<file path="config.mk">
export PLATFORM = sky130hd
export DESIGN_NAME = html_tag_stripper_core
export DESIGN_NICKNAME = d
export VERILOG_FILES = /design/src/rtl/hts_pkg.sv /design/src/rtl/hts_front.sv /design/src/rtl/hts_queue.sv /design/src/rtl/hts_back.sv /design/src/rtl/html_tag_stripper_core.sv
export SDC_FILE = /design/constraint.sdc
export NUM_CORES = 1
export LEC_CHECK = 0
export BUFFER_PORTS_ARGS = -buffer_cell sky130_fd_sc_hd__buf_2
export CORE_MARGIN = 3
export CORE_UTILIZATION = 55
export CTS_CLUSTER_DIAMETER = 40
export DETAILED_ROUTE_END_ITERATION = 10
export HOLD_SLACK_MARGIN = 0.08
export MAX_ROUTING_LAYER = met4
export PLACE_DENSITY = 0.84
export SETUP_SLACK_MARGIN = 0.02
export SYNTH_ARGS = -nofsm -noshare
export SYNTH_HDL_FRONTEND = slang
export SYNTH_SLANG_ARGS = --single-unit
</file>
<file path="constraint.sdc">
create_clock -name i_clk -period 4.12 [get_ports i_clk]
set_clock_uncertainty 0.2 [all_clocks]
set_input_delay 0.824 -clock i_clk [delete_from_list [all_inputs] [get_ports i_clk]]
set_output_delay 0.824 -clock i_clk [all_outputs]
set_load 0.01 [all_outputs]
</file>
<file path="src/rtl/hts_pkg.sv">
// Types, constants and name tables shared by the tag stripper modules.
package hts_pkg;

    localparam int NAME_DEPTH  = 8;
    localparam int NUM_IGNORE  = 8;
    localparam int QUEUE_DEPTH = 4;

    localparam logic [7:0] CH_LT    = 8'h3C;
    localparam logic [7:0] CH_GT    = 8'h3E;
    localparam logic [7:0] CH_SLASH = 8'h2F;
    localparam logic [7:0] CH_BANG  = 8'h21;
    localparam logic [7:0] CH_DASH  = 8'h2D;

    localparam logic [7:0] IGNORE_MASK_RESET = 8'hFF;

    typedef struct packed {
        logic [7:0] text_byte;
        logic       first_of_document;
    } t_in_beat;

    typedef struct packed {
        logic [7:0]  plain_byte;
        logic [31:0] byte_position;
        logic        run_start;
    } t_out_beat;

    // What the back end does with one document byte.
    typedef enum logic [1:0] {
        OP_SKIP,
        OP_EMIT,
        OP_BREAK
    } t_op;

    typedef struct packed {
        logic [7:0] text_byte;
        logic       restart;
        t_op        op;
    } t_cmd;

    typedef struct packed {
        logic has_room;
        logic has_data;
    } t_q_stat;

    // Ignored element names, left aligned, zero padded to eight bytes.
    function automatic logic [63:0] ignore_word(input logic [2:0] tag);
        logic [63:0] w;
        case (tag)
            3'd0:    w = {"canvas", 16'h0};
            3'd1:    w = {"math", 32'h0};
            3'd2:    w = "noscript";
            3'd3:    w = {"object", 16'h0};
            3'd4:    w = {"script", 16'h0};
            3'd5:    w = {"style", 24'h0};
            3'd6:    w = {"svg", 40'h0};
            3'd7:    w = "template";
            default: w = '0;
        endcase
        return w;
    endfunction

    function automatic logic [7:0] ignore_char(input logic [2:0] tag, input logic [2:0] pos);
        logic [63:0] w;
        w = ignore_word(tag);
        return w[8 * (7 - int'(pos)) +: 8];
    endfunction

    function automatic logic [3:0] ignore_len(input logic [2:0] tag);
        logic [3:0] n;
        case (tag)
            3'd0:    n = 4'd6;
            3'd1:    n = 4'd4;
            3'd2:    n = 4'd8;
            3'd3:    n = 4'd6;
            3'd4:    n = 4'd6;
            3'd5:    n = 4'd5;
            3'd6:    n = 4'd3;
            3'd7:    n = 4'd8;
            default: n = 4'd0;
        endcase
        return n;
    endfunction

    function automatic logic [7:0] to_lower(input logic [7:0] c);
        return (c >= 8'h41 && c <= 8'h5A) ? c + 8'd32 : c;
    endfunction

    function automatic logic is_space(input logic [7:0] c);
        return c == 8'h20 || c == 8'h09 || c == 8'h0A || c == 8'h0B
            || c == 8'h0C || c == 8'h0D;
    endfunction

endpackage

</file>
<file path="src/rtl/hts_front.sv">
// Front end: takes document bytes, runs the tag parser and classifies each byte.
module hts_front (
    input  logic              i_clk,
    input  logic              i_rst_n,
    input  logic              i_cfg_we,
    input  logic [7:0]        i_cfg_data,
    input  logic              i_valid,
    input  hts_pkg::t_in_beat i_beat,
    input  hts_pkg::t_q_stat  i_stat,
    output logic              o_ready,
    output logic              o_push,
    output hts_pkg::t_cmd     o_cmd
);

    typedef enum logic [2:0] {
        MODE_TEXT,
        MODE_TAG_START,
        MODE_TAG_NAME,
        MODE_TAG_REST,
        MODE_COMMENT
    } t_mode;

    t_mode       r_mode, n_mode;
    logic        r_closing, n_closing;
    logic [3:0]  r_len, n_len;
    logic        r_ovf, n_ovf;
    logic [7:0]  r_prev;
    logic [1:0]  r_dash, n_dash;
    logic        r_ign, n_ign;
    logic [2:0]  r_idx, n_idx;
    logic [7:0]  r_match, n_match;
    logic        r_bang, n_bang;
    logic [7:0]  r_mask;

    // Parser state after a document restart is applied.
    t_mode       c_mode;
    logic        c_closing, c_ovf, c_ign, c_bang;
    logic [3:0]  c_len;
    logic [7:0]  c_prev, c_match;
    logic [1:0]  c_dash;
    logic [2:0]  c_idx;

    logic [7:0]  ch, lc;
    logic [7:0]  tag_hit;
    logic        start_hit;
    logic [2:0]  start_idx;
    logic        fin_ign;
    logic [2:0]  fin_idx;
    logic [3:0]  st_len;
    logic        st_ovf, st_bang, st_comment;
    logic [7:0]  st_match;
    logic        is_gt;
    hts_pkg::t_op op;

    assign o_ready = i_stat.has_room;
    assign o_push  = i_valid && i_stat.has_room;
    assign ch      = i_beat.text_byte;
    assign lc      = hts_pkg::to_lower(ch);
    assign is_gt   = (ch == hts_pkg::CH_GT);

    always_comb begin
        if (i_beat.first_of_document) begin
            c_mode    = MODE_TEXT;
            c_closing = 1'b0;
            c_len     = '0;
            c_ovf     = 1'b0;
            c_prev    = '0;
            c_dash    = '0;
            c_ign     = 1'b0;
            c_idx     = '0;
            c_match   = '1;
            c_bang    = 1'b1;
        end else begin
            c_mode    = r_mode;
            c_closing = r_closing;
            c_len     = r_len;
            c_ovf     = r_ovf;
            c_prev    = r_prev;
            c_dash    = r_dash;
            c_ign     = r_ign;
            c_idx     = r_idx;
            c_match   = r_match;
            c_bang    = r_bang;
        end
    end

    // Tag close: eight name compares and the ignore start/stop decision.
    always_comb begin
        for (int i = 0; i < hts_pkg::NUM_IGNORE; i++) begin
            tag_hit[i] = !c_ovf && (c_len == hts_pkg::ignore_len(3'(i))) && c_match[i];
        end
        start_hit = 1'b0;
        start_idx = '0;
        for (int i = hts_pkg::NUM_IGNORE - 1; i >= 0; i--) begin
            if (r_mask[i] && tag_hit[i]) begin
                start_hit = 1'b1;
                start_idx = 3'(i);
            end
        end
        fin_ign = c_ign;
        fin_idx = c_idx;
        if (c_prev != hts_pkg::CH_SLASH) begin
            if (!c_ign && !c_closing) begin
                if (start_hit) begin
                    fin_ign = 1'b1;
                    fin_idx = start_idx;
                end
            end else if (c_ign && c_closing) begin
                if (tag_hit[c_idx]) begin
                    fin_ign = 1'b0;
                end
            end
        end
    end

    // Name byte: narrow the candidate set and watch for a comment opening.
    always_comb begin
        st_len   = c_len;
        st_ovf   = c_ovf;
        st_match = c_match;
        st_bang  = c_bang;
        if (c_len < 4'(hts_pkg::NAME_DEPTH)) begin
            for (int i = 0; i < hts_pkg::NUM_IGNORE; i++) begin
                st_match[i] = c_match[i]
                    && (lc == hts_pkg::ignore_char(3'(i), c_len[2:0]));
            end
            if (c_len == 4'd0) begin
                st_bang = c_bang && (ch == hts_pkg::CH_BANG);
            end else if (c_len < 4'd3) begin
                st_bang = c_bang && (ch == hts_pkg::CH_DASH);
            end
            st_len = c_len + 4'd1;
        end else begin
            st_ovf = 1'b1;
        end
        st_comment = !c_closing && !st_ovf && (st_len == 4'd3) && st_bang;
    end

    always_comb begin
        n_mode    = c_mode;
        n_closing = c_closing;
        n_len     = c_len;
        n_ovf     = c_ovf;
        n_dash    = c_dash;
        n_ign     = c_ign;
        n_idx     = c_idx;
        n_match   = c_match;
        n_bang    = c_bang;
        op        = hts_pkg::OP_SKIP;
        case (c_mode)
            MODE_TEXT: begin
                if (ch == hts_pkg::CH_LT) begin
                    n_mode    = MODE_TAG_START;
                    n_closing = 1'b0;
                    n_len     = '0;
                    n_ovf     = 1'b0;
                    n_match   = '1;
                    n_bang    = 1'b1;
                end else if (!c_ign) begin
                    op = hts_pkg::OP_EMIT;
                end
            end
            MODE_TAG_START, MODE_TAG_NAME: begin
                if (c_mode == MODE_TAG_START && ch == hts_pkg::CH_SLASH) begin
                    n_closing = 1'b1;
                    n_mode    = MODE_TAG_NAME;
                end else if (is_gt) begin
                    n_ign     = fin_ign;
                    n_idx     = fin_idx;
                    n_mode    = MODE_TEXT;
                    n_closing = 1'b0;
                    n_len     = '0;
                    n_ovf     = 1'b0;
                    op        = hts_pkg::OP_BREAK;
                end else if (hts_pkg::is_space(ch)) begin
                    n_mode = MODE_TAG_REST;
                end else begin
                    n_len   = st_len;
                    n_ovf   = st_ovf;
                    n_match = st_match;
                    n_bang  = st_bang;
                    if (st_comment) begin
                        n_mode = MODE_COMMENT;
                        n_dash = '0;
                    end else begin
                        n_mode = MODE_TAG_NAME;
                    end
                end
            end
            MODE_TAG_REST: begin
                if (is_gt) begin
                    n_ign     = fin_ign;
                    n_idx     = fin_idx;
                    n_mode    = MODE_TEXT;
                    n_closing = 1'b0;
                    n_len     = '0;
                    n_ovf     = 1'b0;
                    op        = hts_pkg::OP_BREAK;
                end
            end
            MODE_COMMENT: begin
                if (ch == hts_pkg::CH_DASH) begin
                    if (c_dash < 2'd2) begin
                        n_dash = c_dash + 2'd1;
                    end
                end else if (is_gt && c_dash >= 2'd2) begin
                    n_mode    = MODE_TEXT;
                    n_dash    = '0;
                    n_len     = '0;
                    n_ovf     = 1'b0;
                    n_closing = 1'b0;
                    op        = hts_pkg::OP_BREAK;
                end else begin
                    n_dash = '0;
                end
            end
            default: begin
                n_mode = MODE_TEXT;
            end
        endcase
    end

    assign o_cmd.text_byte = ch;
    assign o_cmd.restart   = i_beat.first_of_document;
    assign o_cmd.op        = op;

    always_ff @(posedge i_clk) begin
        if (!i_rst_n) begin
            r_mode    <= MODE_TEXT;
            r_closing <= 1'b0;
            r_len     <= '0;
            r_ovf     <= 1'b0;
            r_prev    <= '0;
            r_dash    <= '0;
            r_ign     <= 1'b0;
            r_idx     <= '0;
            r_match   <= '1;
            r_bang    <= 1'b1;
            r_mask    <= hts_pkg::IGNORE_MASK_RESET;
        end else begin
            if (i_cfg_we) begin
                r_mask <= i_cfg_data;
            end
            if (o_push) begin
                r_mode    <= n_mode;
                r_closing <= n_closing;
                r_len     <= n_len;
                r_ovf     <= n_ovf;
                r_prev    <= ch;
                r_dash    <= n_dash;
                r_ign     <= n_ign;
                r_idx     <= n_idx;
                r_match   <= n_match;
                r_bang    <= n_bang;
            end
        end
    end

endmodule

</file>
<file path="src/rtl/hts_queue.sv">
// Short command queue between the parser front end and the output back end.
module hts_queue (
    input  logic             i_clk,
    input  logic             i_rst_n,
    input  logic             i_push,
    input  hts_pkg::t_cmd    i_cmd,
    input  logic             i_pop,
    output hts_pkg::t_cmd    o_cmd,
    output hts_pkg::t_q_stat o_stat
);

    localparam int AW = $clog2(hts_pkg::QUEUE_DEPTH);

    hts_pkg::t_cmd r_mem [hts_pkg::QUEUE_DEPTH];
    logic [AW-1:0] r_wr, r_rd;
    logic [AW:0]   r_count;

    assign o_cmd           = r_mem[r_rd];
    assign o_stat.has_room = (r_count != (AW + 1)'(hts_pkg::QUEUE_DEPTH));
    assign o_stat.has_data = (r_count != '0);

    always_ff @(posedge i_clk) begin
        if (i_push) begin
            r_mem[r_wr] <= i_cmd;
        end
    end

    always_ff @(posedge i_clk) begin
        if (!i_rst_n) begin
            r_wr    <= '0;
            r_rd    <= '0;
            r_count <= '0;
        end else begin
            if (i_push) begin
                r_wr <= r_wr + 1'b1;
            end
            if (i_pop) begin
                r_rd <= r_rd + 1'b1;
            end
            if (i_push && !i_pop) begin
                r_count <= r_count + 1'b1;
            end else if (!i_push && i_pop) begin
                r_count <= r_count - 1'b1;
            end
        end
    end

endmodule

</file>
<file path="src/rtl/hts_back.sv">
// Back end: counts byte positions, marks run starts and holds the output register.
module hts_back #(
    parameter int POSITION_BITS = 32
) (
    input  logic               i_clk,
    input  logic               i_rst_n,
    input  hts_pkg::t_cmd      i_cmd,
    input  hts_pkg::t_q_stat   i_stat,
    output logic               o_pop,
    output logic               o_valid,
    input  logic               i_ready,
    output hts_pkg::t_out_beat o_beat
);

    logic [POSITION_BITS-1:0]    r_pos, c_pos;
    logic                        r_run, c_run;
    logic                        r_valid;
    hts_pkg::t_out_beat          r_beat;
    logic                        is_emit;
    logic [POSITION_BITS+31:0]   pos_ext;

    assign is_emit = (i_cmd.op == hts_pkg::OP_EMIT);
    assign o_pop   = i_stat.has_data && (!is_emit || !r_valid || i_ready);
    assign c_pos   = i_cmd.restart ? '0 : r_pos;
    assign c_run   = i_cmd.restart ? 1'b1 : r_run;
    assign pos_ext = {32'b0, c_pos};

    assign o_valid = r_valid;
    assign o_beat  = r_beat;

    always_ff @(posedge i_clk) begin
        if (o_pop && is_emit) begin
            r_beat.plain_byte    <= i_cmd.text_byte;
            r_beat.byte_position <= pos_ext[31:0];
            r_beat.run_start     <= c_run;
        end
    end

    always_ff @(posedge i_clk) begin
        if (!i_rst_n) begin
            r_valid <= 1'b0;
            r_pos   <= '0;
            r_run   <= 1'b1;
        end else begin
            if (o_pop) begin
                r_pos <= c_pos + POSITION_BITS'(1);
                case (i_cmd.op)
                    hts_pkg::OP_EMIT:  r_run <= 1'b0;
                    hts_pkg::OP_BREAK: r_run <= 1'b1;
                    default:           r_run <= c_run;
                endcase
            end
            if (o_pop && is_emit) begin
                r_valid <= 1'b1;
            end else if (i_ready) begin
                r_valid <= 1'b0;
            end
        end
    end

endmodule

</file>
<file path="src/rtl/html_tag_stripper_core.sv">
// Top level of the HTML tag stripper: front end, command queue and back end.
//
// Input channel: one document byte per beat (i_in_beat) on valid/ready. A beat with
// first_of_document set restarts parsing before its byte is taken: text mode, no
// ignored element, position zero. Output channel: one beat per text byte that lies
// outside tags, comments and ignored elements, with its document position and a
// run-start mark. Tags, comments and ignored text produce no output beat at all.
// Configuration: i_cfg_we writes i_cfg_data into the ignore mask; write
// it only while the block is idle. Bit order: canvas, math, noscript, object,
// script, style, svg, template.
// Throughput is one byte per cycle while the queue has room and the output is not
// stalled: the parser decides each byte as it is accepted, and the back end
// drains one queued byte per cycle unless a text byte waits on a held output
// register. Accepted bytes are queued; text bytes move on to the output register.
// When the receiver stalls, the output register holds its beat and the four-beat
// queue keeps taking input; o_in_ready drops only when the queue is full.
// Synchronous reset empties the queue and the output register, clears the parser
// state and sets the ignore mask to all ones. There is no clearing pass.
module html_tag_stripper_core #(
    parameter int POSITION_BITS = 32
) (
    input  logic               i_clk,
    input  logic               i_rst_n,
    input  logic               i_cfg_we,
    input  logic [7:0]         i_cfg_data,
    input  logic               i_in_valid,
    output logic               o_in_ready,
    input  hts_pkg::t_in_beat  i_in_beat,
    output logic               o_out_valid,
    input  logic               i_out_ready,
    output hts_pkg::t_out_beat o_out_beat
);

    // Front-end classification of each accepted byte, one queue entry per byte.
    hts_pkg::t_cmd    push_cmd;
    hts_pkg::t_cmd    head_cmd;
    hts_pkg::t_q_stat q_stat;
    logic             push;
    logic             pop;

    // The parser updates its state on every accepted beat, so every byte
    // advances the position even when it is swallowed.
    hts_front u_front (
        .i_clk      (i_clk),
        .i_rst_n    (i_rst_n),
        .i_cfg_we   (i_cfg_we),
        .i_cfg_data (i_cfg_data),
        .i_valid    (i_in_valid),
        .i_beat     (i_in_beat),
        .i_stat     (q_stat),
        .o_ready    (o_in_ready),
        .o_push     (push),
        .o_cmd      (push_cmd)
    );

    // The queue lets the parser run ahead while the output side is stalled.
    hts_queue u_queue (
        .i_clk   (i_clk),
        .i_rst_n (i_rst_n),
        .i_push  (push),
        .i_cmd   (push_cmd),
        .i_pop   (pop),
        .o_cmd   (head_cmd),
        .o_stat  (q_stat)
    );

    // Swallowed bytes leave the queue at once; text bytes wait for the
    // output register to be free or drained in the same cycle.
    hts_back #(
        .POSITION_BITS (POSITION_BITS)
    ) u_back (
        .i_clk   (i_clk),
        .i_rst_n (i_rst_n),
        .i_cmd   (head_cmd),
        .i_stat  (q_stat),
        .o_pop   (pop),
        .o_valid (o_out_valid),
        .i_ready (i_out_ready),
        .o_beat  (o_out_beat)
    );

endmodule

</file>
==> results by group <==
Yosys
  – Area share of the largest cell type after synthesis: 0.288
  – Synth Flop Type: edfxtp_1
  – Number of enable flip-flop cells after synthesis: 85
  – Area contributors post-synth: edfxtp_1 (29%), dfxtp_1 (19%), nand2_1 (4.3%)
  – Post-synthesis sequential area ratio: 0.476
  – Synthesized area: 8850 um^2
  – Syn Area/Cell: 9.59 um^2
  – Yosys top cell by area: edfxtp_1
  – Yosys cell types: 76
  – YS warnings: 0
  – Seq cells post-synth: 168
  – Synth Instances: 923
  – Net count after synthesis: 956
  – Async set or reset register ratio after synthesis: 0

Drt
  – Vias per cell: 6.14
  – Drt drc: 0
  – First-pass DRT Iterations: 5
  – DRT antenna net count: 0
  – Total wire length: 20600 um
  – Initial DRC Count: 699
  – Wire length per cell: 17.4 um
  – Via count: 7269

STA
  – RSZ-0062 raised after global routing: false
  – Minimum clock period: 3.46 ns
  – Worst-Margin Slew: 0.942 ns
  – Fmax: 289 MHz
  – Slew Limit Headroom: 0.372
  – # setup viols final: 0
  – Crit share post-route: 0.841
  – Final Hold Slack: 0.272 ns
  – Hold violation count in the final report: 0
  – Final slew viol count: 0
  – Final TNS setup: 0 ns
  – Worst setup margin: 0.656 ns

CTS
  – # Post-CTS Setup Buffers: 0
  – Clock Latency Late Sink: 0.43 ns
  – Clock Tree Root: clkbuf_16
  – CTS tree: yes
  – H-tree levels: 4
  – Bufs on Longest Clock Path: 2
  – Gates resized, CTS repair: 0
  – Cts hold-fix bufs: 0
  – Cts bufs inserted: 17
  – # clock sinks: 168
  – Clk slew on worst S/H paths: 0.07 ns

Global route
  – Remaining Overflow, GRT: 0
  – GRT Total Usage: 0.244
  – First-pass GRT wire length: 34100 um
  – Initial antenna violation count: 1
  – Largest net degree at the start of global routing: 83
  – Vias in the first global route: 6749

Worst setup path
  – Critical Path RT: 4.27 ns
  – Worst Setup End Kind: flop
  – Startpoint types: flop
  – CP max FO: 11
  – Crit path kind: flop to flop
  – Arr. time, crit path: 3.61 ns

Place
  – Routability-driven placement congestion ratio: 0.957
  – # port buffers: 64
  – Pre-CTS setup slack: 0.746 ns
  – Dpl hpwl: 13600 um

Power
  – Comb pwr share: 0.235
  – Total chip power: 0.00492 W
  – VDD IR-drop max: 0.374 mV
  – Clock network fraction of design power: 0.321
  – Leakage power: 3.52 nW
  – Seq pwr share: 0.443
  – Sw Pwr: 0.00153 W
  – Pwr/cell area: 496 nW/um^2
  – Internal power: 0.00338 W
  – Net Sw Frac: 0.312

Job
  – MaxCap Viol Count: 0

Floorplanning
  – Std-Cell Rows: 45
  – Core ar.: 15500 um^2
  – Starting Density: 0.572
  – Die height: 133 um
  – Die Wd: 133 um
  – Die Area: 17700 um^2
  – IO Count: 65

Final layout
  – Filler Cells Inserted: 1231
  – Most frequent cells in the layout: nand2_1 (101), edfxtp_1 (85), dfxtp_1 (83), buf_2 (64), o21ai_0 (54)
  – Reg area: 4210 um^2
  – Most common cell after layout, fill and taps aside: nand2_1
  – Multi-input gate area: 4290 um^2
  – Utilization after layout: 0.641
  – Synth-to-Final Area Change: 12.1%
  – Layout Nets: 991
  – Layout cell share with drive strength beyond 1: 0.146

Worst hold path
  – Hold_sp: u_front.r_mask[7]$_SDFFE_PN1P_
  – Min-Delay Path Class: flop to flop

Run status
  – Status: complete, no violations
## worst max-delay path, stage by stage, from the launching register on
cell	delay [ns]
dfxtp_1	0.68
mux4_2	0.41
inv_1	0.09
ha_1	0.25
a21oi_1	0.11
inv_1	0.28
ha_1	0.25
inv_1	0.06
fa_1	0.38
xor2_1	0.16
or3_1	0.31
a21boi_0	0.18
## state kept, by name, indices dropped and copies added (netlist names), 2 cells and up, named ones only
name and cells:
u_front.r_mask 8, u_front.r_dash 2, u_front.r_len 4, u_front.r_prev 8, u_front.r_mode 3, u_back.o_beat 41, u_queue.r_rd 2, u_front.r_idx 3
u_queue.r_count 3, u_queue.r_mem 44, u_front.r_match 8, u_back.r_pos 32, u_queue.r_wr 2
## logic make-up after synthesis
| group | Yosys count | synth area share |
|---|---|---|
| AND/OR/NAND/NOR | 399 | 0.241 |
| adder cells (fa/ha/maj) | 13 | 0.0187 |
| flip-flops | 168 | 0.476 |
| AO/OA/AOI/OAI | 202 | 0.155 |
| buffers and inverters | 90 | 0.0394 |
| multiplexers | 27 | 0.0461 |
| XOR/XNOR | 24 | 0.0237 |
## synthesized netlist by cell type, types with 4 or more instances
library cell and number:
a21boi_0 15, a21oi_1 39, a31oi_1 9, and2_1 30, and3_1 14, and4b_1 4, buf_1 7, clkbuf_1 57
dfxtp_1 83, edfxtp_1 85, ha_1 10, inv_1 21, mux2i_1 16, mux4_2 11, nand2_1 101, nand2b_1 13
nand3_1 36, nand4_1 28, nor2_1 49, nor2b_1 53, nor3_1 25, nor3b_1 6, nor4_1 11, o211ai_1 8
o21a_1 8, o21ai_0 54, o21bai_1 5, o22a_1 7, o22ai_1 4, o31ai_1 6, or2_2 4, or3_1 4
xnor2_1 17, xor2_1 7
## per-stage QoR
step | area [um^2] | std cells
floorplan | 8850 | 923
global placement | 9320 | 1150
CTS | 9920 | 1182
global route | 9920 | 1183
detailed placement | 9320 | 1150
finish | 9920 | 1183
## layout make-up
cell class,instances,share of cell area
Multi-Input combinational cell,665,0.432
Sequential cell,168,0.425
Clock buffer,21,0.0507
Timing Repair Buffer,84,0.0474
Tap cell,211,0.0266
Clock inverter,11,0.00958
Inverter,22,0.00832
Antenna cell,1,0.000252
## power groups by stage
stage | clock, W | combinational, W | sequential (W)
2_1_floorplan | 0 | 0.000752 | 0.00226
3_3_place_gp | 0 | 0.00112 | 0.00221
3_5_place_dp | 0 | 0.00114 | 0.00222
4_1_cts | 0.00160 | 0.00116 | 0.00218
5_1_grt | 0.00167 | 0.00129 | 0.00221
6_report | 0.00158 | 0.00116 | 0.00218
## per-layer routing
metal  GRT usage  part of all wire  up-vias
li1            -                 -     3460
met1       0.313              0.42     3441
met5           -                 0        -
met2       0.383              0.48      311
met3      0.0483             0.068       57
met4      0.0918             0.032        0
## path summary, 6_finish.rpt
check | endpoint | slack (ns) | depth (start not counted)
setup reg to reg | u_queue.r_count[2]$_SDFFE_PN0P_ | 0.66 | 11
hold reg to reg | u_front.r_mask[7]$_SDFFE_PN1P_ | 0.27 | 2
hold / removal | u_front.r_mask[7]$_SDFFE_PN1P_ | 0.27 | 2
setup / recovery | u_queue.r_count[2]$_SDFFE_PN0P_ | 0.66 | 11
(Power assumes the default switching activity.)
